<file path="src/sv/tct_pkg.sv">
// shared types, codes and default sizes for the touch contact tracker
// no dependencies
`timescale 1ns / 1ps

package tct_pkg;

  localparam int SLOT_BITS   = 4;
  localparam int STATE_BITS  = 3;
  localparam int FIELD_XY    = 16;
  localparam int COUNT_BITS  = 4;
  localparam int KIND_BITS   = 2;

  localparam int DEF_NUM_SLOTS           = 10;
  localparam int DEF_CONTACTS_PER_REPORT = 2;
  localparam int DEF_COORD_BITS          = 16;
  localparam int QUEUE_DEPTH             = 2;

  localparam logic [KIND_BITS-1:0] KIND_FINGER   = 2'd0;
  localparam logic [KIND_BITS-1:0] KIND_PEN      = 2'd1;
  localparam logic [KIND_BITS-1:0] KIND_NO_TOUCH = 2'd2;

  localparam logic [STATE_BITS-1:0] ST_ABSENT        = 3'd0;
  localparam logic [STATE_BITS-1:0] ST_FINGER_ACCUR  = 3'd1;
  localparam logic [STATE_BITS-1:0] ST_FINGER_OTHER  = 3'd2;
  localparam logic [STATE_BITS-1:0] ST_PEN_TIP       = 3'd3;
  localparam logic [STATE_BITS-1:0] ST_PEN_ERASER    = 3'd4;

  typedef enum logic {
    OP_SLOT,
    OP_FRAME
  } tct_op_t;

  typedef enum logic [2:0] {
    ENG_IDLE,
    ENG_PEN,
    ENG_LIFT,
    ENG_FINGER,
    ENG_DROP
  } tct_eng_state_t;

  typedef struct packed {
    logic                  func;
    logic [SLOT_BITS-1:0]  slot;
    logic [STATE_BITS-1:0] contact_state;
    logic [FIELD_XY-1:0]   pos_x;
    logic [FIELD_XY-1:0]   pos_y;
  } tct_in_t;

  typedef struct packed {
    logic [KIND_BITS-1:0]  kind;
    logic [COUNT_BITS-1:0] contact_count;
    logic                  group_start;
    logic [SLOT_BITS-1:0]  contact_id;
    logic [FIELD_XY-1:0]   out_x;
    logic [FIELD_XY-1:0]   out_y;
    logic                  tip;
    logic                  pen_in_range;
    logic                  pen_tip;
    logic                  pen_eraser;
    logic                  last;
  } tct_out_t;

  typedef struct packed {
    tct_op_t               op;
    logic [SLOT_BITS-1:0]  slot;
    logic [STATE_BITS-1:0] contact_state;
    logic [FIELD_XY-1:0]   pos_x;
    logic [FIELD_XY-1:0]   pos_y;
  } tct_cmd_t;

endpackage

</file>
<file path="src/sv/tct_front.sv">
// front part: takes requests and classifies them into commands
// depends on tct_pkg
`timescale 1ns / 1ps

module tct_front import tct_pkg::*; #(
  parameter int NUM_SLOTS = DEF_NUM_SLOTS
) (
  input  logic     start,
  input  logic     busy,
  input  tct_in_t  item,
  output logic     push,
  output tct_cmd_t cmd
);

  logic slot_ok;

  // out-of-range slots never reach the back part
  assign slot_ok = (32'(item.slot) < NUM_SLOTS);

  always_comb begin
    cmd.op            = item.func ? OP_FRAME : OP_SLOT;
    cmd.slot          = item.slot;
    cmd.contact_state = item.contact_state;
    cmd.pos_x         = item.pos_x;
    cmd.pos_y         = item.pos_y;
    push              = start && !busy && (item.func || slot_ok);
  end

endmodule

</file>
<file path="src/sv/tct_queue.sv">
// short command queue between the front and the back part
// depends on tct_pkg
`timescale 1ns / 1ps

module tct_queue import tct_pkg::*; #(
  parameter int DEPTH = QUEUE_DEPTH
) (
  input  logic     clk,
  input  logic     rst,
  input  logic     push,
  input  tct_cmd_t din,
  input  logic     pop,
  output tct_cmd_t dout,
  output logic     empty,
  output logic     full
);

  localparam int AW = (DEPTH > 1) ? $clog2(DEPTH) : 1;
  localparam int NW = $clog2(DEPTH + 1);

  tct_cmd_t        entries [DEPTH];
  logic [AW-1:0]   rd_ptr;
  logic [AW-1:0]   wr_ptr;
  logic [NW-1:0]   fill;

  assign empty = (fill == '0);
  assign full  = (fill == NW'(DEPTH));
  assign dout  = entries[rd_ptr];

  always_ff @(posedge clk) begin
    if (push) begin
      entries[wr_ptr] <= din;
    end
  end

  always_ff @(posedge clk) begin
    if (rst) begin
      rd_ptr <= '0;
      wr_ptr <= '0;
      fill   <= '0;
    end else begin
      if (push) begin
        wr_ptr <= (wr_ptr == AW'(DEPTH - 1)) ? '0 : wr_ptr + 1'b1;
      end
      if (pop) begin
        rd_ptr <= (rd_ptr == AW'(DEPTH - 1)) ? '0 : rd_ptr + 1'b1;
      end
      if (push && !pop) begin
        fill <= fill + 1'b1;
      end else if (pop && !push) begin
        fill <= fill - 1'b1;
      end
    end
  end

endmodule

</file>
<file path="src/sv/tct_engine.sv">
// back part: slot state, down-order list, frame report walk and list compaction
// depends on tct_pkg
`timescale 1ns / 1ps

module tct_engine import tct_pkg::*; #(
  parameter int NUM_SLOTS           = DEF_NUM_SLOTS,
  parameter int CONTACTS_PER_REPORT = DEF_CONTACTS_PER_REPORT,
  parameter int COORD_BITS          = DEF_COORD_BITS
) (
  input  logic     clk,
  input  logic     rst,
  input  tct_cmd_t cmd,
  input  logic     empty,
  output logic     pop,
  output logic     strobe,
  output tct_out_t result
);

  localparam int IW = (NUM_SLOTS > 1) ? $clog2(NUM_SLOTS) : 1;
  localparam int CW = $clog2(NUM_SLOTS + 1);
  localparam int KW = $clog2(CONTACTS_PER_REPORT + 1);

  tct_eng_state_t state, state_next;

  logic [NUM_SLOTS-1:0]  valid_mask, valid_mask_next;
  logic [NUM_SLOTS-1:0]  lift_pending, lift_pending_next;
  logic [NUM_SLOTS-1:0]  removed, removed_next;
  logic [CW-1:0]         down_count, down_count_next;
  logic [CW-1:0]         done_idx, done_idx_next;
  logic [CW-1:0]         rd_j, rd_j_next;
  logic [CW-1:0]         wr_w, wr_w_next;
  logic [KW-1:0]         k, k_next;
  logic                  has_pen, has_pen_next;
  logic                  pen_was_present, pen_was_present_next;

  logic [SLOT_BITS-1:0]  down_order  [NUM_SLOTS];
  logic [STATE_BITS-1:0] slot_status [NUM_SLOTS];
  logic [COORD_BITS-1:0] slot_x      [NUM_SLOTS];
  logic [COORD_BITS-1:0] slot_y      [NUM_SLOTS];

  logic                  list_we;
  logic [IW-1:0]         list_waddr;
  logic [SLOT_BITS-1:0]  list_wdata;
  logic                  stat_we;
  logic                  pos_we;
  logic [IW-1:0]         cmd_idx;

  tct_out_t              result_next;
  logic                  strobe_next;

  logic [CW-1:0]         rem;
  logic [KW-1:0]         gsize;
  logic [CW-1:0]         rd_sum;
  logic [SLOT_BITS-1:0]  cur_slot;
  logic [STATE_BITS-1:0] cur_st;
  logic                  cur_pen;
  logic                  k_end;
  logic                  frame_end;
  logic [SLOT_BITS-1:0]  drop_v;
  logic                  drop_hit;
  logic                  cmd_valid;
  logic                  cmd_append;

  assign cmd_idx  = cmd.slot[IW-1:0];
  assign rem      = down_count - done_idx;
  assign gsize    = (32'(rem) > CONTACTS_PER_REPORT) ? KW'(CONTACTS_PER_REPORT) : KW'(rem);
  assign rd_sum   = (state == ENG_DROP) ? rd_j : done_idx + CW'(k);
  assign cur_slot = down_order[rd_sum[IW-1:0]];
  assign cur_st   = slot_status[cur_slot[IW-1:0]];
  assign cur_pen  = cur_st inside {ST_PEN_TIP, ST_PEN_ERASER};
  assign k_end    = (k == gsize - 1'b1);
  assign frame_end = (32'(done_idx) + 32'(gsize)) >= 32'(down_count);
  assign drop_v   = cur_slot;
  assign drop_hit = lift_pending[drop_v[IW-1:0]] && !removed[drop_v[IW-1:0]];

  assign cmd_append = (cmd.contact_state != ST_ABSENT) && !valid_mask[cmd_idx]
                      && (32'(down_count) < NUM_SLOTS);
  assign cmd_valid  = valid_mask[cmd_idx] || cmd_append;

  always_comb begin
    state_next           = state;
    valid_mask_next      = valid_mask;
    lift_pending_next    = lift_pending;
    removed_next         = removed;
    down_count_next      = down_count;
    done_idx_next        = done_idx;
    rd_j_next            = rd_j;
    wr_w_next            = wr_w;
    k_next               = k;
    has_pen_next         = has_pen;
    pen_was_present_next = pen_was_present;
    pop                  = 1'b0;
    list_we              = 1'b0;
    list_waddr           = down_count[IW-1:0];
    list_wdata           = cmd.slot;
    stat_we              = 1'b0;
    pos_we               = 1'b0;
    strobe_next          = 1'b0;
    result_next          = '0;

    case (state)
      ENG_IDLE: begin
        if (!empty) begin
          pop = 1'b1;
          if (cmd.op == OP_SLOT) begin
            if (cmd_append) begin
              list_we         = 1'b1;
              down_count_next = down_count + 1'b1;
            end
            if (cmd_valid) begin
              stat_we = 1'b1;
              if (cmd.contact_state != ST_ABSENT) begin
                pos_we                   = 1'b1;
                valid_mask_next[cmd_idx] = 1'b1;
              end else begin
                lift_pending_next[cmd_idx] = 1'b1;
                valid_mask_next[cmd_idx]   = 1'b0;
              end
            end
          end else if (down_count == '0) begin
            strobe_next      = 1'b1;
            result_next.kind = KIND_NO_TOUCH;
            result_next.last = 1'b1;
            rd_j_next        = '0;
            wr_w_next        = '0;
            removed_next     = '0;
            state_next       = ENG_DROP;
          end else begin
            done_idx_next = '0;
            k_next        = '0;
            has_pen_next  = 1'b0;
            state_next    = ENG_PEN;
          end
        end
      end

      ENG_PEN: begin
        if (cur_pen) begin
          strobe_next              = 1'b1;
          result_next.kind         = KIND_PEN;
          result_next.contact_id   = cur_slot;
          result_next.out_x        = FIELD_XY'(slot_x[cur_slot[IW-1:0]]);
          result_next.out_y        = FIELD_XY'(slot_y[cur_slot[IW-1:0]]);
          result_next.pen_in_range = 1'b1;
          result_next.pen_tip      = 1'b1;
          result_next.pen_eraser   = (cur_st == ST_PEN_ERASER);
          has_pen_next             = 1'b1;
          pen_was_present_next     = 1'b1;
        end
        if (k_end) begin
          k_next     = '0;
          state_next = ENG_LIFT;
        end else begin
          k_next = k + 1'b1;
        end
      end

      ENG_LIFT: begin
        if (!has_pen && pen_was_present) begin
          strobe_next          = 1'b1;
          result_next.kind     = KIND_PEN;
          pen_was_present_next = 1'b0;
        end
        state_next = ENG_FINGER;
      end

      ENG_FINGER: begin
        strobe_next               = 1'b1;
        result_next.kind          = KIND_FINGER;
        result_next.contact_count = (done_idx == '0) ? COUNT_BITS'(down_count) : '0;
        result_next.group_start   = (k == '0);
        result_next.contact_id    = cur_slot;
        if (cur_st == ST_FINGER_ACCUR) begin
          result_next.out_x = FIELD_XY'(slot_x[cur_slot[IW-1:0]]);
          result_next.out_y = FIELD_XY'(slot_y[cur_slot[IW-1:0]]);
          result_next.tip   = 1'b1;
        end
        result_next.last = k_end && frame_end;
        if (k_end) begin
          k_next        = '0;
          has_pen_next  = 1'b0;
          done_idx_next = done_idx + CW'(gsize);
          if (frame_end) begin
            rd_j_next    = '0;
            wr_w_next    = '0;
            removed_next = '0;
            state_next   = ENG_DROP;
          end else begin
            state_next = ENG_PEN;
          end
        end else begin
          k_next = k + 1'b1;
        end
      end

      ENG_DROP: begin
        if (down_count == '0) begin
          lift_pending_next = '0;
          state_next        = ENG_IDLE;
        end else begin
          // first occurrence of a lifted slot is removed, the rest move up
          if (drop_hit) begin
            removed_next[drop_v[IW-1:0]] = 1'b1;
          end else begin
            list_we    = 1'b1;
            list_waddr = wr_w[IW-1:0];
            list_wdata = drop_v;
            wr_w_next  = wr_w + 1'b1;
          end
          if (rd_j == down_count - 1'b1) begin
            down_count_next   = wr_w_next;
            lift_pending_next = '0;
            state_next        = ENG_IDLE;
          end else begin
            rd_j_next = rd_j + 1'b1;
          end
        end
      end

      default: begin
        state_next = ENG_IDLE;
      end
    endcase
  end

  always_ff @(posedge clk) begin
    if (list_we) begin
      down_order[list_waddr] <= list_wdata;
    end
    if (stat_we) begin
      slot_status[cmd_idx] <= cmd.contact_state;
    end
    if (pos_we) begin
      slot_x[cmd_idx] <= cmd.pos_x[COORD_BITS-1:0];
      slot_y[cmd_idx] <= cmd.pos_y[COORD_BITS-1:0];
    end
    result   <= result_next;
    removed  <= removed_next;
    done_idx <= done_idx_next;
    rd_j     <= rd_j_next;
    wr_w     <= wr_w_next;
    k        <= k_next;
    has_pen  <= has_pen_next;
  end

  always_ff @(posedge clk) begin
    if (rst) begin
      state           <= ENG_IDLE;
      valid_mask      <= '0;
      lift_pending    <= '0;
      down_count      <= '0;
      pen_was_present <= 1'b0;
      strobe          <= 1'b0;
    end else begin
      state           <= state_next;
      valid_mask      <= valid_mask_next;
      lift_pending    <= lift_pending_next;
      down_count      <= down_count_next;
      pen_was_present <= pen_was_present_next;
      strobe          <= strobe_next;
    end
  end

endmodule

</file>
<file path="src/sv/touch_contact_tracker.sv">
// top level of the touch contact tracker: front part, command queue, back part
// depends on tct_pkg, tct_front, tct_queue, tct_engine
`timescale 1ns / 1ps

// A request is taken when start is high and busy is low; busy rises only while
// the two-entry command queue is full. The back part handles a slot request in
// its idle state. An end-of-frame request walks the listed contacts in groups of
// CONTACTS_PER_REPORT (pen pass, pen-lift check and finger pass per group), then
// compacts the list entry by entry; an empty list gives a single no-touch result.
// Results leave at most one per cycle, during the pen, pen-lift and finger passes
// or as the no-touch result, each on result for exactly one cycle with strobe
// high, and last marks the final one of the frame. The receiver cannot stall the
// block, so results must be taken as they appear.
module touch_contact_tracker import tct_pkg::*; #(
  parameter int NUM_SLOTS           = DEF_NUM_SLOTS,
  parameter int CONTACTS_PER_REPORT = DEF_CONTACTS_PER_REPORT,
  parameter int COORD_BITS          = DEF_COORD_BITS
) (
  input  logic     clk,
  input  logic     rst,
  input  logic     start,
  output logic     busy,
  input  tct_in_t  item,
  output logic     strobe,
  output tct_out_t result
);

  logic     push;
  logic     pop;
  logic     empty;
  logic     full;
  tct_cmd_t cmd_in;
  tct_cmd_t cmd_out;

  assign busy = full;

  tct_front #(
    .NUM_SLOTS (NUM_SLOTS)
  ) u_front (
    .start (start),
    .busy  (busy),
    .item  (item),
    .push  (push),
    .cmd   (cmd_in)
  );

  tct_queue #(
    .DEPTH (QUEUE_DEPTH)
  ) u_queue (
    .clk   (clk),
    .rst   (rst),
    .push  (push),
    .din   (cmd_in),
    .pop   (pop),
    .dout  (cmd_out),
    .empty (empty),
    .full  (full)
  );

  tct_engine #(
    .NUM_SLOTS           (NUM_SLOTS),
    .CONTACTS_PER_REPORT (CONTACTS_PER_REPORT),
    .COORD_BITS          (COORD_BITS)
  ) u_engine (
    .clk    (clk),
    .rst    (rst),
    .cmd    (cmd_out),
    .empty  (empty),
    .pop    (pop),
    .strobe (strobe),
    .result (result)
  );

endmodule
</file>
<file path="config.mk">
export PLATFORM = sky130hd
export DESIGN_NAME = touch_contact_tracker
export DESIGN_NICKNAME = d
export VERILOG_FILES = /design/src/sv/tct_pkg.sv /design/src/sv/tct_front.sv /design/src/sv/tct_queue.sv /design/src/sv/tct_engine.sv /design/src/sv/touch_contact_tracker.sv
export SDC_FILE = /design/constraint.sdc
export NUM_CORES = 1
export LEC_CHECK = 0
export BUFFER_PORTS_ARGS = -buffer_cell sky130_fd_sc_hd__buf_2
export CAP_MARGIN = 5
export CORE_ASPECT_RATIO = 1.4
export CORE_MARGIN = 3
export CORE_UTILIZATION = 40
export CTS_CLUSTER_DIAMETER = 50
export DETAILED_ROUTE_END_ITERATION = 10
export HOLD_SLACK_MARGIN = 0.02
export PLACE_DENSITY = 0.63
export SLEW_MARGIN = 20
export SYNTH_ARGS = -nofsm -noshare
export SYNTH_HDL_FRONTEND = slang
export SYNTH_SLANG_ARGS = --single-unit
</file>
<file path="constraint.sdc">
create_clock -name clk -period 15.77 [get_ports clk]
set_input_delay 0 -clock clk [delete_from_list [all_inputs] [get_ports clk]]
set_output_delay 0 -clock clk [all_outputs]
set_load 0.02 [all_outputs]
</file>
* Yosys cells after proc, flatten, opt, wreduce, memory -nomap -nowiden *
Memory sizes are Yosys's and may differ from the RTL's. A register that Yosys moved wholly into a read port is not among the register bits.
Cells that the tools add are included.

word-level totals
  output and inout port bits = 50
  bits of input ports = 43
  bits in registers = 106
  memory bits (writable) = 470
  memories = 5
  word-level logic and storage cells = 262

operators by class
  add/sub/neg operators = 14
  $lt $le $gt $ge = 8
  equality and inequality tests = 28
  reduce and logical (&&, ||, !) cells = 47
  bitwise gates (word level) = 7
  muxes and demuxes = 127

memories
  memory                words  bits a word  read ports  clocked after memory_dff  write ports  RTL line          text
  u_engine.slot_x       10     16           1           0                         1            tct_engine.sv:38  logic [COORD_BITS-1:0] slot_x [NUM_SLOTS];
  u_engine.slot_y       10     16           1           0                         1            tct_engine.sv:39  logic [COORD_BITS-1:0] slot_y [NUM_SLOTS];
  u_queue.entries       2      40           1           1                         1            tct_queue.sv:21   tct_cmd_t entries [DEPTH];
  u_engine.down_order   10     4            1           0                         1            tct_engine.sv:36  logic [SLOT_BITS-1:0] down_order [NUM_SLOTS];
  u_engine.slot_status  10     3            1           0                         1            tct_engine.sv:37  logic [STATE_BITS-1:0] slot_status [NUM_SLOTS];

operators by type and width
  kind                                           number
  two-way mux 10 bit                             14
  two-way mux 4 bit                              25
  one-hot mux 36 bit (2 select lines)            1
  two-way mux 1 bit                              47
  two-way mux 36 bit                             1
  two-way mux 33 bit                             1
  >= comparator 32 x 4 -> 1 bit                  1
  bitwise OR 10 bit                              3
  one-hot mux 10 bit (3 select lines)            1
  two-way mux 3 bit                              9
  one-hot mux 4 bit (3 select lines)             2
  two-way mux 2 bit                              10
  != test 2 x 1 -> 1 bit, second input constant  10
  one-hot mux 10 bit (2 select lines)            1
  AND reduction 6 bit                            3
  one-hot mux 4 bit (2 select lines)             2
  AND reduction 8 bit                            2
  one-hot mux 3 bit (5 select lines)             1
  != test 2 bit, second input constant           7
  adder 4 x 1 -> 4 bit, second input constant    3
  binary-select mux 1 bit (select 4 bit)         3
  nonzero test 2 bit                             6
  logical AND 1 bit                              11
  bitwise AND 10 bit                             1
  other kinds (38)                               66

* Depth between registers and ports, before layout *
  depth after elaboration = 12
  depth in mapped cells = 22

* By module *
A second synthesis with hierarchy kept.

unflattened totals
  cell total of the unflattened synthesis = 1776
  area total of the unflattened synthesis = 23991.8 um2

by module, submodules not included
  module      area each (um2)  seq. area each (um2)  times used  cells an instance
  tct_engine  20589.7          13983.4               1           1586
  tct_queue   3080.5           2502.4                1           146
  tct_front   321.6            0.0                   1           44

* Worst setup path before layout *
No wires, ideal clock.

  kind = register to register
  start point = reg (tool-made name)
  end point = mem u_engine.slot_x[8][0] (netlist name), enable pin
  arrival = 5.168 ns
  data required time = 15.268 ns
  path buffers = 1
  period minus slack after synthesis = 5.671 ns
  stages on the path, launching flop included = 9
  library setup time = 0.502 ns
  path slack = 10.099 ns
  cells stage by stage = dfxtp_1 -> clkbuf_1 -> mux2i_1 -> mux2i_1 -> nor3b_1 -> a21oi_1 -> o21ai_0 -> o21ai_0 -> nor4_1

RTL lines
  what           RTL line
  end, declared  tct_engine.sv:38

==> summary.md <==
| Metric | Value |
|---|---|
| H-tree depth | 2 |
| Initial antenna violation count | 0 |
| Total power | 5.20 mW |
| Final hold vios | 0 |
| Port bufs | 92 |
| Drt first pass iters | 5 |
| Post-synth top area share | 63.4% |
| Sequential fraction of the synthesis area | 70.3% |
| Total gr overflow | 0 |
| Final number of setup-violating endpoints | 0 |
| Pre-CTS WS | slightly below 10 ns |
| Slew headroom | about a quarter |
| CP Max Fanout | 72 |
| Mapped Area | between 20,000 and 25,000 um^2 |
| Max-cap viol count | 0 |
| Vias per cell | ~5.5 |
| Largest net degree at the start of global routing | 78 |
| Area grow syn2layout | 15.3% |
| Detailed Place HPWL | 32,000 um |
| Antenna diodes | 0 |
| Detail Route Antenna Nets | 0 |
| Die H | 292 um |
| Min-Delay Path Class | input port to flip-flop |
| Most frequent cells in the layout | edfxtp_1 (495), nand2_1 (305), buf_2 (92) |
| Syn_nets | 1,787 |
| Fmax achieved | roughly 0.17 GHz |
| FFs w/ async S/R, synth | 0% |
| Die area | 61,600 um^2 |
| Clock Skews | 0.0174 ns |
| Number of gates resized after cts | 0 |
| Nets@finish | 1,898 |
| Avg WL per Cell | about 21 um |
| Leakage | 9.40 nW |
| Placed cell areas | 24,700 um^2 |
| Yosys top cell by area | edfxtp_1 |
| Required @ worst endpoint | 16.21 ns |
| Final Cell Area | 27,000 um^2 |
| Main synth FF type | edfxtp_1 |
| Critical path capture point type | flip-flop |
| Hold Slack | around 0.10 ns |
| Final period util | between 30 and 40% |
| CP cell instances | ha_1 -> fa_1 -> a21o_1 -> mux2i_1 -> mux2i_1 -> a211oi_4 -> buf_4 -> nor2b_1 -> o211ai_1 -> o211ai_1 -> and4b_1 -> nor3_4 -> buf_4 -> a211oi_1 |
| RSZ-0062 raised after global routing | false |
| Starting Density | 40.6% |
| Num CTS Buffers | 56 |
| Setup crit start kind | flip-flop |
| Least-Margin Pin Slew | approximately 1.1 ns |
| EDFF count, synth | roughly 500 |
| I/O Pins | 93 |
| Fin Setup TNS | 0 ns |
| Final WS setup | around 9.8 ns |
| DP Cell Count | 2,478 |
| Post-synthesis sequential element count | 576 |
| CTS tree | yes |
| Residual DRC | 0 |
| Min Tclk post-route | 5.93 ns |
| CORE AREA | 57,800 um^2 |
| Pins Over Slew Limit | 0 |
| CTS Buffer Depth | 3 |
| Insertion delay to the later sink of the worst-skew pair | 0.62 ns |
| Layout cells sized above 1 | between 10% and 20% |
| WP data arrival | 6.37 ns |
| WL final | approximately 55,000 um |
| Synth area leaders | edfxtp_1 (63%), dfxtp_1 (6.9%), nand2_1 (4.9%) |
| Worst Path Buf+Inv | 2 |
| CP delay by family, top | buffers and inverters |
| Pwr Density | 192 nW/um^2 |
| Setup CP Type | flip-flop to flip-flop |
| Wire length of the first global-routing pass | 85,400 um |
| Total GRT Usage | 17.8% |
| DR iter-0 viols | 972 |
| Slowest Stage Delay on Critical Path | 0.84 ns |
| Number of core rows | 104 |
| Root Buffer | clkbuf_16 |
| Clk sink count | 576 |
| YS warnings | 0 |
| Yosys cell types | 75 |
| Non-filler cells, final | 2,626 |
| Final core occ | a little under half |
| VDD IR max | 0.000163 V |
| GPL Wtd Cong | 0.830 |
| Die X | ~210 um |
| Most common cell after layout, fill and taps aside | edfxtp_1 |
| Crit-path slowest cell | buf_4 |
| Outcome | completed |
| Cells after synthesis | 1,725 |
| Number of global-route vias before repair | 14,700 |
| DR vias | 14,400 |
| Syn avg cell area | 13.6 um^2 |
| Worst-path clk slew | 0.06 ns |
## timing repair
action	4_1_cts	5_1_grt
hold endpoints to repair	103	0
hold buffers	42	0
setup buffers	0	0
## metal layers
metal  GRT usage, %  vias to the layer above  routed length (um)
li1               -                     6683                   -
met1           21.8                     7223               22200
met2           31.7                      359               28700
met3           2.55                      128                2260
met4           7.26                        0                2160
met5              0                        -                   0
## final cells by class
class,instances,area (um^2)
tap,742,928
fill,5108,30700
clock buffer,76,1540
inverter,22,82.6
multi-input combinational,1020,6510
clock inverter,30,417
timing repair buffer,160,1080
sequential,576,16500
## synthesized netlist by cell type, types with 4 or more instances
| cell | instances |
|---|---|
| dfxtp_1 | 81 |
| nor3b_1 | 10 |
| a21oi_1 | 35 |
| nand2b_1 | 7 |
| a311oi_1 | 33 |
| inv_1 | 21 |
| ha_1 | 16 |
| mux2i_1 | 35 |
| a211oi_2 | 28 |
| xor2_1 | 6 |
| o211ai_1 | 7 |
| buf_4 | 8 |
| nand2_1 | 305 |
| o21ai_0 | 14 |
| xnor2_1 | 10 |
| a31oi_1 | 46 |
| nor3_1 | 23 |
| mux4_2 | 6 |
| a21o_1 | 4 |
| buf_2 | 17 |
| and2_1 | 38 |
| edfxtp_1 | 495 |
| nor2_1 | 88 |
| nor4_1 | 7 |
| buf_1 | 11 |
| nor4b_1 | 6 |
| nor2b_1 | 20 |
| nand3_1 | 79 |
| and3_1 | 39 |
| o21a_1 | 11 |
| a211oi_1 | 54 |
| mux2_2 | 38 |
| clkbuf_1 | 67 |
| buf_6 | 4 |
## kinds of logic after synthesis
kind of cell | count (synthesis) | share of synthesized area, %
DFF | 576 | 70.3
and+or+nand+nor | 640 | 12.6
buffers and inverters | 129 | 2.41
xor gates and xnor gates | 16 | 0.598
adders and majority gates | 19 | 1.11
muxes | 82 | 4.11
AOI/OAI and AO/OA | 263 | 8.82
## power breakdown
| group | switching (mW) | internal [mW] | leakage (nW) |
|---|---|---|---|
| combinational | 1.31 | 0.574 | 3.33 |
| clock | 0.589 | 0.810 | 0.934 |
| sequential | 0.0632 | 1.86 | 5.14 |
| total | 1.96 | 3.24 | 9.40 |
## path summary, 6_finish.rpt
check	from	to	slack, ns	depth (start not counted)
min	item[1]	u_queue.entries[1][1]	0.10	2
min reg2reg	u_engine.lift_pending[1]	u_engine.lift_pending[1]	0.46	1
max	u_engine.done_idx[0]	u_engine.result[7]	9.84	14
max reg2reg	u_engine.done_idx[0]	u_engine.result[7]	9.84	14
## registers in the layout (all words and copies together) (netlist names), 10 cells and up, named ones only
register and flops:
u_engine.down_order 40, u_engine.lift_pending 10, u_engine.removed 10, u_engine.result 47, u_engine.slot_status 30, u_engine.slot_x 160
u_engine.slot_y 160, u_queue.entries 80
Power figures use the tool's default switching activity.
